[config.mk]
export PLATFORM = sky130hd
export DESIGN_NAME = srmq_front
export DESIGN_NICKNAME = d
export VERILOG_FILES = /design/src/rtl/core/srmq_pkg.sv /design/src/rtl/core/srmq_front.sv
export SDC_FILE = /design/constraint.sdc
export NUM_CORES = 1
export LEC_CHECK = 0
export ABC_AREA = 1
export BUFFER_PORTS_ARGS = -buffer_cell sky130_fd_sc_hd__buf_2
export CORE_MARGIN = 8
export CORE_UTILIZATION = 45
export DETAILED_ROUTE_END_ITERATION = 12
export PLACE_DENSITY = 0.73
export SYNTH_ARGS = -nofsm -noshare
export SYNTH_HDL_FRONTEND = slang
export SYNTH_SLANG_ARGS = --single-unit
export TNS_END_PERCENT = 1
[constraint.sdc]
create_clock -name clk_i -period 5.35 [get_ports clk_i]
set_input_delay 0.2675 -clock clk_i [delete_from_list [all_inputs] [get_ports clk_i]]
set_output_delay 0.2675 -clock clk_i [all_outputs]
set_load 0.02 [all_outputs]
[src/rtl/core/srmq_pkg.sv]
// ----------------------------------------------------------------------
// srmq_pkg
// Types, sizes and helpers shared by the range-minimum query block.
// ----------------------------------------------------------------------
package srmq_pkg;

  // storage sizes, fixed by the 10-bit position fields
  localparam int MAX_ELEMENTS = 1024;
  localparam int LEVELS       = 11;
  localparam int POS_W        = $clog2(MAX_ELEMENTS);
  localparam int CNT_W        = $clog2(MAX_ELEMENTS + 1);
  localparam int LVL_W        = $clog2(LEVELS);
  localparam int KEY_W        = 16;
  localparam int TAG_W        = 16;
  localparam int ELEM_W       = KEY_W + TAG_W;
  localparam int TBL_DEPTH    = LEVELS * MAX_ELEMENTS;

  // command queue between front and back
  localparam int QUEUE_DEPTH  = 2;
  localparam int QPTR_W       = $clog2(QUEUE_DEPTH);
  localparam int QCNT_W       = $clog2(QUEUE_DEPTH + 1);

  // item kinds
  typedef enum logic [1:0] {
    KIND_CLEAR  = 2'd0,
    KIND_APPEND = 2'd1,
    KIND_QUERY  = 2'd2
  } kind_e;

  // back-end sequencer states
  typedef enum logic [2:0] {
    ST_IDLE,
    ST_START,
    ST_APPEND,
    ST_Q_KEY,
    ST_Q_PICK,
    ST_EMIT
  } back_state_e;

  // classified command handed from front to back
  typedef struct packed {
    kind_e             op;
    logic [KEY_W-1:0]  key;
    logic [TAG_W-1:0]  tag;
    logic [POS_W-1:0]  lo;
    logic [POS_W-1:0]  hi;
    logic [POS_W-1:0]  rpos;
    logic [LVL_W-1:0]  lvl;
  } cmd_t;

  // floor of log2, capped at the top table level
  function automatic logic [LVL_W-1:0] flog2(input logic [CNT_W-1:0] v);
    logic [LVL_W-1:0] r;
    r = '0;
    for (int i = 0; i < CNT_W; i++) begin
      if (v[i]) r = LVL_W'(i);
    end
    if (r > LVL_W'(LEVELS - 1)) r = LVL_W'(LEVELS - 1);
    return r;
  endfunction

endpackage

[src/rtl/core/srmq_front.sv]
// ----------------------------------------------------------------------
// srmq_front
// Accepts items, drops unused kinds, orders query bounds and works out
// the table level and the second block start of a query.
// ----------------------------------------------------------------------
module srmq_front (
  input  logic                        clk_i,
  input  logic                        rst_ni,
  input  logic                        in_valid_i,
  output logic                        in_stall_o,
  input  logic [1:0]                  kind_i,
  input  logic [srmq_pkg::KEY_W-1:0]  key_value_i,
  input  logic [srmq_pkg::TAG_W-1:0]  tag_value_i,
  input  logic [srmq_pkg::POS_W-1:0]  lo_index_i,
  input  logic [srmq_pkg::POS_W-1:0]  hi_index_i,
  output logic                        cmd_push_o,
  output srmq_pkg::cmd_t              cmd_o,
  input  logic                        cmd_full_i
);

  logic                        valid_q;
  logic                        valid_d;
  srmq_pkg::cmd_t              cmd_q;
  srmq_pkg::cmd_t              cmd_d;
  logic                        accept;
  logic                        load;
  logic [srmq_pkg::POS_W-1:0]  lo_s;
  logic [srmq_pkg::POS_W-1:0]  hi_s;
  logic [srmq_pkg::CNT_W-1:0]  len;
  logic [srmq_pkg::LVL_W-1:0]  lvl;
  logic [srmq_pkg::CNT_W-1:0]  rpos_full;

  // handshake: hold off while the staged item cannot enter the queue
  assign in_stall_o = valid_q && cmd_full_i;
  assign accept     = in_valid_i && !in_stall_o;
  assign cmd_push_o = valid_q && !cmd_full_i;
  assign cmd_o      = cmd_q;

  // kind decode, unused kind is taken and dropped
  always_comb begin
    unique case (kind_i)
      srmq_pkg::KIND_CLEAR,
      srmq_pkg::KIND_APPEND,
      srmq_pkg::KIND_QUERY: load = accept;
      default:              load = 1'b0;
    endcase
  end

  // bound order, span level and start of the right block
  always_comb begin
    if (lo_index_i > hi_index_i) begin
      lo_s = hi_index_i;
      hi_s = lo_index_i;
    end else begin
      lo_s = lo_index_i;
      hi_s = hi_index_i;
    end
    len       = {1'b0, hi_s} - {1'b0, lo_s} + srmq_pkg::CNT_W'(1);
    lvl       = srmq_pkg::flog2(len);
    rpos_full = {1'b0, hi_s} + srmq_pkg::CNT_W'(1) - (srmq_pkg::CNT_W'(1) << lvl);
  end

  always_comb begin
    cmd_d = cmd_q;
    if (load) begin
      cmd_d.op   = srmq_pkg::kind_e'(kind_i);
      cmd_d.key  = key_value_i;
      cmd_d.tag  = tag_value_i;
      cmd_d.lo   = lo_s;
      cmd_d.hi   = hi_s;
      cmd_d.rpos = rpos_full[srmq_pkg::POS_W-1:0];
      cmd_d.lvl  = lvl;
    end
    valid_d = load || (valid_q && !cmd_push_o);
  end

  // staging register
  always_ff @(posedge clk_i or negedge rst_ni) begin
    if (!rst_ni) begin
      valid_q <= 1'b0;
    end else begin
      valid_q <= valid_d;
    end
  end

  always_ff @(posedge clk_i) begin
    cmd_q <= cmd_d;
  end

endmodule

==> results.cfg <==
[layout]
multiInputGateArea_um2 = 1710
nFillCells = 718
final_design_area_no_fill_um2 = 5250
layout.cells.most_common_list = 127 x sky130_fd_sc_hd__buf_2, 78 x sky130_fd_sc_hd__nand2_1, 68 x sky130_fd_sc_hd__edfxtp_1, 56 x sky130_fd_sc_hd__inv_1, 35 x sky130_fd_sc_hd__ha_1
final_cell_count_no_fill = 661
finish.utilization_pct = 60.8
seq_area_um2 = 2070
post_route_cells_drive_above_1_share_pct = 41.2
flow.area_growth_from_synthesis_pct = 32.5
antenna-diode-count = 0
final_common_cell = sky130_fd_sc_hd__buf_2
nets = 644

[power]
power.clock.fraction_pct = 23.7
internal-power_mw = 1.23
switching_power_uw = 643
combinationalPowerShare_pct = 39.9
worst_ir_drop_vdd_uv = 143
finalPower_mw = 1.87
switching_share_pct = 34.4
total_leakage_power_nw = 2.55
power_density_nw_per_um2 = 356
share_seq_of_total_power_pct = 36.4

[worst_setup_path]
cp_slowest_stage_delay_ps = 450
timing.critical_path.from_type = input pin
path_common_cell = sky130_fd_sc_hd__nand2_1
worstPathMaxFanout = 20
worst-path-buf-inv = 6
timing.critical_path.arrival_ps = 5020
cp_data_required_time_ps = 5430
cp.depth = 39
path_delay_family = simple AND/OR/NAND/NOR gates
crit-reg2reg-capture = cmd_o[18]
cp-startpoint = hi_index_i[4]
reg2reg_from = valid_q
cp-end-kind = flip-flop
kind_of_critical_path = input pin to flip-flop
timing.reg2reg.worst_path_depth = 4
worst-r2r-setup-slack_ps = 3420
worst_path_max_delay_cell = sky130_fd_sc_hd__ha_1
capturing_instance_or_port_of_the_critical_path = cmd_o[12]

[global_routing]
grt_overflow = 0
pin_count_of_the_biggest_net_entering_global_routing = 56
first_global_vias = 3112
grtUsageTotal_pct = 15.3
grt_first_pass_wirelength_um = 14400
number_of_antenna_violations_at_the_first_check_in_global_routing = 0

[place]
gp_routability_congestion = 0.857
dp_worst_setup_slack_ps = -219
dpl_cell_area_um2 = 4940
placed_cells = 641
place_hpwl_um = 7780
io_buffers = 127

[min_path]
hold_class = input pin to flip-flop

[timing]
pnr_worst_setup_slack_ps = 409
worst-slew-pin-transition_ps = 675
clock.fmax_ghz = 0.202
finalClockSkew_ps = 7.14
fin_max_slew_vios = 0
timing.final.hold_violations = 0
timing.final.crit_share_pct = 92.4
rsz0062_at_grt = false
final.min_clock_period_ps = 4940
setup-violations-final = 0
slew_headroom_pct = 55.0

[synthesis]
synth_top_area_share_pct = 51.6
synth.yosys.warnings = 0
netlist-cell-type-count = 35
synth_fp_nets = 477
synth.cell_area_um2 = 3960
number_of_synthesized_flops_with_an_enable_pin = 68
postSynthAreaPerCell_um2 = 10.4
synthFlopType = sky130_fd_sc_hd__edfxtp_1
synth_cells = 381
yosys_register_bits = 69
synth.top_cells.by_area = sky130_fd_sc_hd__edfxtp_1 52%, sky130_fd_sc_hd__ha_1 11%, sky130_fd_sc_hd__nand2_1 7.5%, sky130_fd_sc_hd__inv_1 5.3%, sky130_fd_sc_hd__nand3_1 3.0%
async_reset_ff_share_pct = 1.45
ys_seq_area_share_pct = 52.2
synthDominantAreaCellType = sky130_fd_sc_hd__edfxtp_1

[clock_tree]
h-tree-depth = 3
cts_sinks = 69
clkSlewWorstSetupHoldPaths_ps = 70
cts_inserted_buffers = 9
cts.root.buffer_cell = sky130_fd_sc_hd__clkbuf_8
tritoncts = done
clock_insertion_delay_worst_skew_ps = 330
clk_path_buf_depth = 2

[floorplanning]
floorplan.io_pins = 128
die_area_um2 = 12100
initial_core_util_pct = 45.9
chipWidth_um = 110
dieHeight_um = 110
floorplan.core_area_um2 = 8640
placement_rows = 34

[routing]
remaining_drc_errors = 0
drt_pre_antenna_iters = 4
antenna_violating_nets_post_route = 0
routedWlPerCell_um = 14.3
vias = 3139
drt_wl_total_um = 9480
viasPerCell = 4.75
dr.first_iter.drc_count = 147

[status]
outcome = complete, no violations

[job]
timing.max_cap.violations = 0
## worst min path at each step
stage                         startpoint         to  depth (start not counted)
after floorplan                   rst_ni    valid_q                          0
after global placement            rst_ni    valid_q                          1
after detailed placement          rst_ni    valid_q                          1
after CTS                 key_value_i[2]  cmd_o[52]                          1
after global routing      key_value_i[2]  cmd_o[52]                          1
final                     key_value_i[2]  cmd_o[52]                          1
## metal layers
metal | share of wire (%) | vias up | GRT usage (%)
met5 | 0 | - | 0
met2 | 48 | 126 | 26.9
met4 | 1.7 | 0 | 5.59
met1 | 41 | 1396 | 16.8
li1 | - | 1601 | -
met3 | 9.8 | 16 | 5.04
## layout make-up
type	count	area share, %
Clock buffer	11	2.50
Sequential cell	69	39.4
Tap cell	108	2.58
Multi-Input combinational cell	247	32.5
Clock inverter	5	1.48
Inverter	62	4.58
Timing Repair Buffer	159	17.0
## repair_timing
item / CTS / global route
setup endpoints to repair: 0 / 4
resized for setup: 0 / 20
buffers inserted: 0 / 2
hold endpoints to repair: 1 / 0
hold buffers: 1 / 0
## per-stage QoR
stage | hold WS, ps | setup TNS (ps)
final | 104 | 0
after global routing | 78.0 | 0
after floorplan | -28.1 | 0
after global placement | 42.9 | -24.3
after detailed placement | 46.2 | -319
after CTS | 77.8 | 0
## cells by family (layout without fill, tap and decap cells)
kind of cell | after synthesis | in the layout | share of synthesized area, %
simple gates | 164 | 165 | 21.8
flops | 69 | 69 | 52.2
buf+inv | 66 | 237 | 6.73
fa+ha+maj | 38 | 38 | 12.4
compound gates | 36 | 36 | 5.15
xor+xnor | 8 | 8 | 1.77
## state kept, by name (all words and copies together) (netlist names)
register,count
cmd_o,68
valid_q,1
## Yosys cell counts, drive strengths merged (2+ instances only)
cell type,number
a31oi,2
nand2,105
nor2,24
inv,60
nand3b,3
nand4,2
nor3,2
ha,36
nand3,27
edfxtp,68
xnor2,3
o21ai,21
xor2,5
buf,4
clkinv,2
fa,2
a21oi,12
## power groups by stage
stage | sequential (mW) | clock [mW] | combinational, mW
after detailed placement | 0.692 | 0 | 0.726
after floorplan | 0.756 | 0 | 0.430
after global routing | 0.684 | 0.477 | 0.826
final | 0.680 | 0.443 | 0.746
after global placement | 0.690 | 0 | 0.704
after CTS | 0.681 | 0.459 | 0.731
Power figures use the tool's default switching activity.
