===== config.mk =====
export PLATFORM = sky130hd
export DESIGN_NAME = srmq_fifo
export DESIGN_NICKNAME = d
export VERILOG_FILES = /design/src/rtl/core/srmq_pkg.sv /design/src/rtl/core/srmq_fifo.sv
export SDC_FILE = /design/constraint.sdc
export NUM_CORES = 1
export LEC_CHECK = 0
export BUFFER_PORTS_ARGS = -buffer_cell sky130_fd_sc_hd__buf_2
export CELL_PAD_IN_SITES_DETAIL_PLACEMENT = 0
export CELL_PAD_IN_SITES_GLOBAL_PLACEMENT = 2
export CORE_MARGIN = 2
export CORE_UTILIZATION = 41
export CTS_BUF_LIST = sky130_fd_sc_hd__clkbuf_8
export CTS_CLUSTER_SIZE = 14
export DETAILED_ROUTE_END_ITERATION = 10
export HOLD_SLACK_MARGIN = 0.03
export PLACE_DENSITY_LB_ADDON = 0.1
export SYNTH_ARGS = -nofsm -noshare
export SYNTH_HDL_FRONTEND = slang
export SYNTH_SLANG_ARGS = --single-unit

===== constraint.sdc =====
create_clock -name clk_i -period 11.35 [get_ports clk_i]
set_input_delay 1.7025 -clock clk_i [delete_from_list [all_inputs] [get_ports clk_i]]
set_output_delay 1.7025 -clock clk_i [all_outputs]
set_load 0.05 [all_outputs]

===== src/rtl/core/srmq_pkg.sv =====
// ----------------------------------------------------------------------
// srmq_pkg
// Types, sizes and helpers shared by the range-minimum query block.
// ----------------------------------------------------------------------
package srmq_pkg;

  // storage sizes, fixed by the 10-bit position fields
  localparam int MAX_ELEMENTS = 1024;
  localparam int LEVELS       = 11;
  localparam int POS_W        = $clog2(MAX_ELEMENTS);
  localparam int CNT_W        = $clog2(MAX_ELEMENTS + 1);
  localparam int LVL_W        = $clog2(LEVELS);
  localparam int KEY_W        = 16;
  localparam int TAG_W        = 16;
  localparam int ELEM_W       = KEY_W + TAG_W;
  localparam int TBL_DEPTH    = LEVELS * MAX_ELEMENTS;

  // command queue between front and back
  localparam int QUEUE_DEPTH  = 2;
  localparam int QPTR_W       = $clog2(QUEUE_DEPTH);
  localparam int QCNT_W       = $clog2(QUEUE_DEPTH + 1);

  // item kinds
  typedef enum logic [1:0] {
    KIND_CLEAR  = 2'd0,
    KIND_APPEND = 2'd1,
    KIND_QUERY  = 2'd2
  } kind_e;

  // back-end sequencer states
  typedef enum logic [2:0] {
    ST_IDLE,
    ST_START,
    ST_APPEND,
    ST_Q_KEY,
    ST_Q_PICK,
    ST_EMIT
  } back_state_e;

  // classified command handed from front to back
  typedef struct packed {
    kind_e             op;
    logic [KEY_W-1:0]  key;
    logic [TAG_W-1:0]  tag;
    logic [POS_W-1:0]  lo;
    logic [POS_W-1:0]  hi;
    logic [POS_W-1:0]  rpos;
    logic [LVL_W-1:0]  lvl;
  } cmd_t;

  // floor of log2, capped at the top table level
  function automatic logic [LVL_W-1:0] flog2(input logic [CNT_W-1:0] v);
    logic [LVL_W-1:0] r;
    r = '0;
    for (int i = 0; i < CNT_W; i++) begin
      if (v[i]) r = LVL_W'(i);
    end
    if (r > LVL_W'(LEVELS - 1)) r = LVL_W'(LEVELS - 1);
    return r;
  endfunction

endpackage


===== src/rtl/core/srmq_fifo.sv =====
// ----------------------------------------------------------------------
// srmq_fifo
// Short command queue that decouples the front from the back.
// ----------------------------------------------------------------------
module srmq_fifo (
  input  logic           clk_i,
  input  logic           rst_ni,
  input  logic           push_i,
  input  srmq_pkg::cmd_t push_data_i,
  output logic           full_o,
  input  logic           pop_i,
  output srmq_pkg::cmd_t pop_data_o,
  output logic           empty_o
);

  srmq_pkg::cmd_t               entry_q [srmq_pkg::QUEUE_DEPTH];
  logic [srmq_pkg::QPTR_W-1:0]  wr_ptr_q;
  logic [srmq_pkg::QPTR_W-1:0]  wr_ptr_d;
  logic [srmq_pkg::QPTR_W-1:0]  rd_ptr_q;
  logic [srmq_pkg::QPTR_W-1:0]  rd_ptr_d;
  logic [srmq_pkg::QCNT_W-1:0]  fill_q;
  logic [srmq_pkg::QCNT_W-1:0]  fill_d;
  logic                         do_push;
  logic                         do_pop;

  assign full_o     = (fill_q == srmq_pkg::QCNT_W'(srmq_pkg::QUEUE_DEPTH));
  assign empty_o    = (fill_q == '0);
  assign do_push    = push_i && !full_o;
  assign do_pop     = pop_i && !empty_o;
  assign pop_data_o = entry_q[rd_ptr_q];

  // pointer and fill update
  always_comb begin
    wr_ptr_d = wr_ptr_q;
    rd_ptr_d = rd_ptr_q;
    fill_d   = fill_q;
    if (do_push) begin
      wr_ptr_d = (wr_ptr_q == srmq_pkg::QPTR_W'(srmq_pkg::QUEUE_DEPTH - 1)) ?
                 '0 : wr_ptr_q + srmq_pkg::QPTR_W'(1);
    end
    if (do_pop) begin
      rd_ptr_d = (rd_ptr_q == srmq_pkg::QPTR_W'(srmq_pkg::QUEUE_DEPTH - 1)) ?
                 '0 : rd_ptr_q + srmq_pkg::QPTR_W'(1);
    end
    if (do_push && !do_pop) begin
      fill_d = fill_q + srmq_pkg::QCNT_W'(1);
    end else if (do_pop && !do_push) begin
      fill_d = fill_q - srmq_pkg::QCNT_W'(1);
    end
  end

  always_ff @(posedge clk_i or negedge rst_ni) begin
    if (!rst_ni) begin
      wr_ptr_q <= '0;
      rd_ptr_q <= '0;
      fill_q   <= '0;
    end else begin
      wr_ptr_q <= wr_ptr_d;
      rd_ptr_q <= rd_ptr_d;
      fill_q   <= fill_d;
    end
  end

  // entry storage
  always_ff @(posedge clk_i) begin
    if (do_push) begin
      entry_q[wr_ptr_q] <= push_data_i;
    end
  end

endmodule


==> summary.txt, run 1 <==
Timing
  • Max Slew Vio Count: 0
  • # setup viols final: 0
  • Final Hold Viols: 0
  • Fmax: approximately 0.25 GHz
  • Worst-Margin Slew: 1.03 ns
  • Setup_tns: 0 ns
  • Final worst path period share: 34.6%
  • RSZ-0062 raised after global routing: no
  • Fin Clk Skew: 0.00647 ns
  • Slew headroom: roughly a third
  • Post-route minimum period: 3.92 ns
  • Post-route setup slack: between 7 and 8 ns
  • Fin Hold WS: between 0.5 and 0.6 ns

Global routing
  • Pin count of the biggest net entering global routing: 70
  • Vias in the first global route: 2674
  • Tot GR Track Use: roughly 14%
  • Global route overflow: 0
  • GR Util met2: 21.9%
  • Busiest grt layer: met2
  • Antenna violations before repair: 0
  • Routing usage on met3: between 6 and 7%
  • First-pass GRT wire length: 13400 µm
  • Met1 GRT Util: 16.5%

Final layout
  • Diode count: 0
  • Nets@finish: between 400 and 500
  • Finished Core Util: a little over half
  • Layout cell share with drive strength beyond 1: approximately three fifths
  • Final Cell Area: around 6300 µm²
  • Area Overhead vs Synth: 23.0%
  • FILL cells: 1035
  • Final Non-Filler Cells: approximately 560

Routing
  • Vias: around 2600
  • DRT Wirelength: a little under 9000 µm
  • Detailed-router iteration count before antenna repair: 4
  • Vias/cell: around 4.6
  • 1st-iter DRT viols: approximately 130
  • Drt drc: 0
  • WL per Instance: 15.9 µm
  • Post-route ant nets: 0

Floorplan
  • Die Span Y: 116 µm
  • Initial Util: 42.5%
  • Core Footprint: about 12000 µm²
  • Placement Rows: 40
  • I/O pin cnt: roughly 140
  • Die ar.: 13500 µm²
  • Die W: roughly 120 µm

Yosys
  • Gate Count Post-Synth: 231
  • Area leader, netlist: edfxtp_1
  • Post-synth ARST share: 2.86%
  • Netlist Area Pre-Place: ~5000 µm²
  • EDFF count, synth: roughly 140
  • Synth Flop Type: edfxtp_1
  • Post-synth top area share: 79.4%
  • Most common cell in the netlist: edfxtp_1
  • Post-synthesis cell type count: 16
  • Top cells by count, synth: 136 x edfxtp_1, 58 x mux2_2, 10 x mux2_4, 5 x buf_2, 4 x dfrtp_1
  • Avg Cell Area, Syn: between 20 and 25 µm²
  • Post-synthesis sequential area ratio: 81.3%
  • Synth warn: 0
  • Number of synthesized register bits: between 100 and 150
  • Syn_nets: 304
  • Ranking of synthesized cells by area: edfxtp_1 79%, mux2_2 13%, mux2_4 2.9%

Pwr
  • Net Sw Power: ~0.79 mW
  • Int Pwr: 1.09 mW
  • Worst vdd ir: around 0.00015 V
  • Design Power: 1.89 mW
  • Switching Share: approximately 42%
  • Comb pwr share: 41.2%
  • LEAKAGE: 2.41 nW
  • Power share of the clock group: 17.0%
  • Pwr Density: between 200 and 300 nW/µm²
  • Reg power frac: approximately two fifths

Clocking
  • CTS resizes: 0
  • Clk buf depth: 2
  • Setup Fix Bufs, Post-CTS: 0
  • CTS Buf Count: 17
  • Number of H-tree levels: 4
  • CTS tree: built
  • Worst-Skew Late Latency: 0.43 ns
  • Worst-path clk slew: roughly 0.060 ns
  • Hold_buf cts: 0
  • Clock Tree Root: clkbuf_8
  • Clock sinks: 140

Placement
  • Cell area after placement: approximately 6000 µm²
  • Final HPWL DP: 5590 µm
  • Number of placed cells counting well taps: between 500 and 600
  • DP Worst Slack: approximately 7.6 ns
  • GPL Wtd Cong: approximately 0.67
  • IO buf count: about 140

Worst setup path
  • Critical path required time: 9.65 ns
  • Worst setup SP type: flop
  • CP max FO: about 70
  • Crit path arrival time: 2.22 ns
  • Endpoint class of the critical path: output port
  • Setup CP Type: reg2out

Worst hold path
  • Worst hold path class: reg2reg

Run status
  • Outcome: finished clean

Run
  • Max-cap viol count: 0
sequential cells by signal, summed over array words and instances, names as in the netlist:
signal,flops
entry_q,136
fill_q,2
rd_ptr_q,1
wr_ptr_q,1
worst max-delay path, stage by stage, from the launching register on:
cell,delay [ns]
dfrtp_4,1.11
mux2_2,0.44
buf_2,0.21
placed cells by master (no fill, tap or decap), drive strengths merged:
| master | Yosys | final |
|---|---|---|
| mux2 | 68 | 68 |
| and3 | 1 | 1 |
| clkinv | 0 | 5 |
| o21ai | 1 | 1 |
| clkbuf | 0 | 17 |
| nand2 | 1 | 1 |
| xnor2 | 3 | 3 |
| nand2b | 1 | 1 |
| edfxtp | 136 | 136 |
| dfrtp | 4 | 4 |
| buf | 8 | 143 |
| ha | 1 | 1 |
| bufinv | 0 | 1 |
| xor2 | 2 | 2 |
| nor2 | 3 | 3 |
| inv | 2 | 7 |
logic make-up after synthesis:
group | share of synthesized area [%]
flops | 81.3
mux | 15.6
buf+inv | 1.36
simple gates | 0.535
xor+xnor | 0.851
compound gates | 0.0972
fa+ha+maj | 0.243
cell type report:
| cell class | instances | area [µm²] | share of cell area, % |
|---|---|---|---|
| sequential | 140 | 4190 | 66.2 |
| multi-input combinational | 81 | 901 | 14.2 |
| timing repair buffer | 143 | 721 | 11.4 |
| clock buffer | 17 | 234 | 3.70 |
| tap | 168 | 210 | 3.32 |
| clock inverter | 11 | 68.8 | 1.09 |
| inverter | 2 | 7.51 | 0.119 |
routing by layer:
metal	vias up	share of wire (%)	wire, µm
met1	1247	41	3700
met3	12	8.7	780
li1	1216	-	-
met4	0	2.2	196
met2	103	48	4260
met5	-	0	0
path summary, 6_finish.rpt:
check | from | cells past startpoint | to | slack [ns]
worst max-delay path | rd_ptr_q$_DFFE_PN0P_ | 2 | pop_data_o[56] | 7.43
worst min-delay path | fill_q[1]$_DFFE_PN0P_ | 1 | fill_q[1]$_DFFE_PN0P_ | 0.53
worst max register to register | fill_q[0]$_DFFE_PN0P_ | 4 | entry_q[0][40]$_DFFE_PP_ | 8.90
max in group asynchronous | rst_ni | 1 | rd_ptr_q$_DFFE_PN0P_ | 10.14
min in group asynchronous | rst_ni | 1 | rd_ptr_q$_DFFE_PN0P_ | 1.07
worst min register to register | fill_q[1]$_DFFE_PN0P_ | 1 | fill_q[1]$_DFFE_PN0P_ | 0.53
power groups by stage:
| stage | logic, mW | clock network (mW) | registers [mW] |
|---|---|---|---|
| 2_1_floorplan | 0.682 | 0 | 0.747 |
| 4_1_cts | 0.790 | 0.333 | 0.793 |
| 5_1_grt | 0.817 | 0.356 | 0.805 |
| 6_report | 0.778 | 0.320 | 0.788 |
| 3_3_place_gp | 0.789 | 0 | 0.797 |
| 3_5_place_dp | 0.788 | 0 | 0.803 |
Note: power is estimated with default switching activity, not from simulation.
==> run 2, diff against run 1 <==
- CORE_UTILIZATION: 41 -> 36
- clock period: 11.35 -> 3.6 ns (I/O delays scaled with it)
==> run 2 against run 1 <==
  * Largest cell class unchanged
  * Hold slack worse by 0.24 ns
  * Critical path depth grew 1
  * Non-clock buffer count up 2
  * Clock power rose to 3.4 times the previous value
  * Critical path type unchanged
==> summary.txt, run 2 (synthesis gave the netlist of run 1 again) <==
Run status
  • Outcome: finished clean

Floorplan
  • Initial Util: roughly 37%
  • Die Span Y: roughly 120 µm
  • Die W: 124 µm
  • Core Footprint: between 10000 and 15000 µm²
  • Die ar.: ~15000 µm²
  • Placement Rows: 43
  • I/O pin cnt: 142

Placement
  • GPL Wtd Cong: between 0.6 and 0.7
  • IO buf count: roughly 140
  • Final HPWL DP: 5860 µm
  • Number of placed cells counting well taps: approximately 550

Timing
  • Fmax: between 0.3 and 0.4 GHz
  • RSZ-0062 raised after global routing: no
  • Setup_tns: 0 ns
  • Slew headroom: 34.6%
  • Final Hold Viols: 0
  • Worst-Margin Slew: 0.981 ns
  • Fin Clk Skew: roughly 0.010 ns
  • # setup viols final: 0
  • Final worst path period share: between 70% and 80%
  • Fin Hold WS: around 0.29 ns
  • Max Slew Vio Count: 0
  • Post-route minimum period: about 2.7 ns

Run
  • Max-cap viol count: 0

Global routing
  • Pin count of the biggest net entering global routing: slightly below 70
  • Antenna violations before repair: 2
  • First-pass GRT wire length: around 14000 µm
  • Tot GR Track Use: around an eighth
  • Global route overflow: 0
  • Vias in the first global route: 2686

Worst setup path
  • Worst-path cell chain: buf_12, mux2_2, buf_2
  • Top delay family on crit path: flip-flops
  • Crit path arrival time: between 2 and 2.5 ns
  • Critical path required time: roughly 3 ns
  • Setup CP Type: reg2out
  • Worst setup SP type: flop
  • CP max FO: 43
  • CP max stage delay: 0.85 ns
  • Endpoint class of the critical path: output port
  • CP max stage cell: dfrtp_4
  • Buf/Inv on CP: 2

Final layout
  • Finished Core Util: a little under half
  • Commonest non-fill, non-tap cell in the layout: buf_2
  • Biggest register: entry_q
  • FILL cells: roughly 1200
  • Area Overhead vs Synth: 24.8%
  • Max FFs per register: around 140
  • Diode count: 0
  • Nets@finish: between 400 and 500
  • Largest registers: entry_q x136, fill_q x2
  • Layout cell share with drive strength beyond 1: between 50% and 60%
  • Final Non-Filler Cells: between 500 and 600
  • Most frequent cells in the layout: 141 x buf_2, 136 x edfxtp_1, 58 x mux2_2, 20 x clkbuf_8, 11 x inv_1

Routing
  • Vias/cell: ~4.5
  • Post-route ant nets: 0
  • Vias: around 2600
  • Detailed-router iteration count before antenna repair: 4
  • Drt drc: 0
  • 1st-iter DRT viols: 94
  • DRT Wirelength: 9180 µm
  • WL per Instance: between 15 and 20 µm

Pwr
  • Pwr Density: 943 nW/µm²
  • LEAKAGE: about 2.5 nW
  • Worst vdd ir: approximately 0.00062 V

Clocking
  • CTS tree: built
  • Number of H-tree levels: 4
  • Clock Tree Root: clkbuf_8
  • Clock sinks: 140
  • Worst-Skew Late Latency: ~0.43 ns
  • CTS Buf Count: 17
  • Setup Fix Bufs, Post-CTS: 0
  • Worst-path clk slew: ~0.07 ns
  • Clk buf depth: 2

Worst hold path
  • Worst hold path class: in2reg
==> run 2: final cells by class <==
type	count	area [µm²]	area share [%]
inverter	2	7.51	0.117
sequential	140	4190	65.2
tap	180	225	3.51
multi-input combinational	81	905	14.1
clock inverter	12	73.8	1.15
clock buffer	20	275	4.28
timing repair buffer	145	751	11.7
==> run 2: power breakdown <==
part / switching [mW] / leakage (nW) / total (mW) / internal (mW)
clock network: 0.524 / 0.214 / 1.10 / 0.575
logic: 1.81 / 0.946 / 2.53 / 0.725
registers: 0.189 / 1.31 / 2.42 / 2.23
total: 2.52 / 2.47 / 6.06 / 3.54
==> run 2: routing by layer <==
metal	wire, µm	vias to the layer above	GRT usage (%)
li1	-	1222	-
met1	3660	1266	13.9
met2	4530	91	19.7
met3	755	18	6.23
met4	205	4	7.24
met5	23	-	0
==> run 2: path summary, 6_finish.rpt <==
path                                  startpoint                        to  slack (ns)  cells after the start
max                         rd_ptr_q$_DFFE_PN0P_            pop_data_o[53]        0.89                      3
min                              push_data_i[45]  entry_q[1][45]$_DFFE_PP_        0.29                      1
max reg2reg                fill_q[0]$_DFFE_PN0P_  entry_q[1][14]$_DFFE_PP_        1.71                      2
min reg2reg                fill_q[1]$_DFFE_PN0P_     fill_q[1]$_DFFE_PN0P_        0.51                      1
max in group asynchronous                 rst_ni      rd_ptr_q$_DFFE_PN0P_        3.02                      2
min in group asynchronous                 rst_ni     fill_q[1]$_DFFE_PN0P_        0.43                      2
==> run 2: repair_timing <==
action | CTS | global route
gates resized for setup | 0 | 0
hold buffers | 1 | 0
endpoints found under the hold margin | 4 | 0
==> run 2: through the flow <==
step | total power, mW | area, µm² | setup slack [ns]
5_1_grt | 6.36 | 6420 | 0.749
6_report | 6.06 | 6420 | 0.892
2_1_floorplan | 4.50 | 5150 | 0.758
3_5_place_dp | 5.04 | 6070 | 1.32
4_1_cts | 6.16 | 6420 | 0.814
3_3_place_gp | 5.03 | 6070 | 1.33
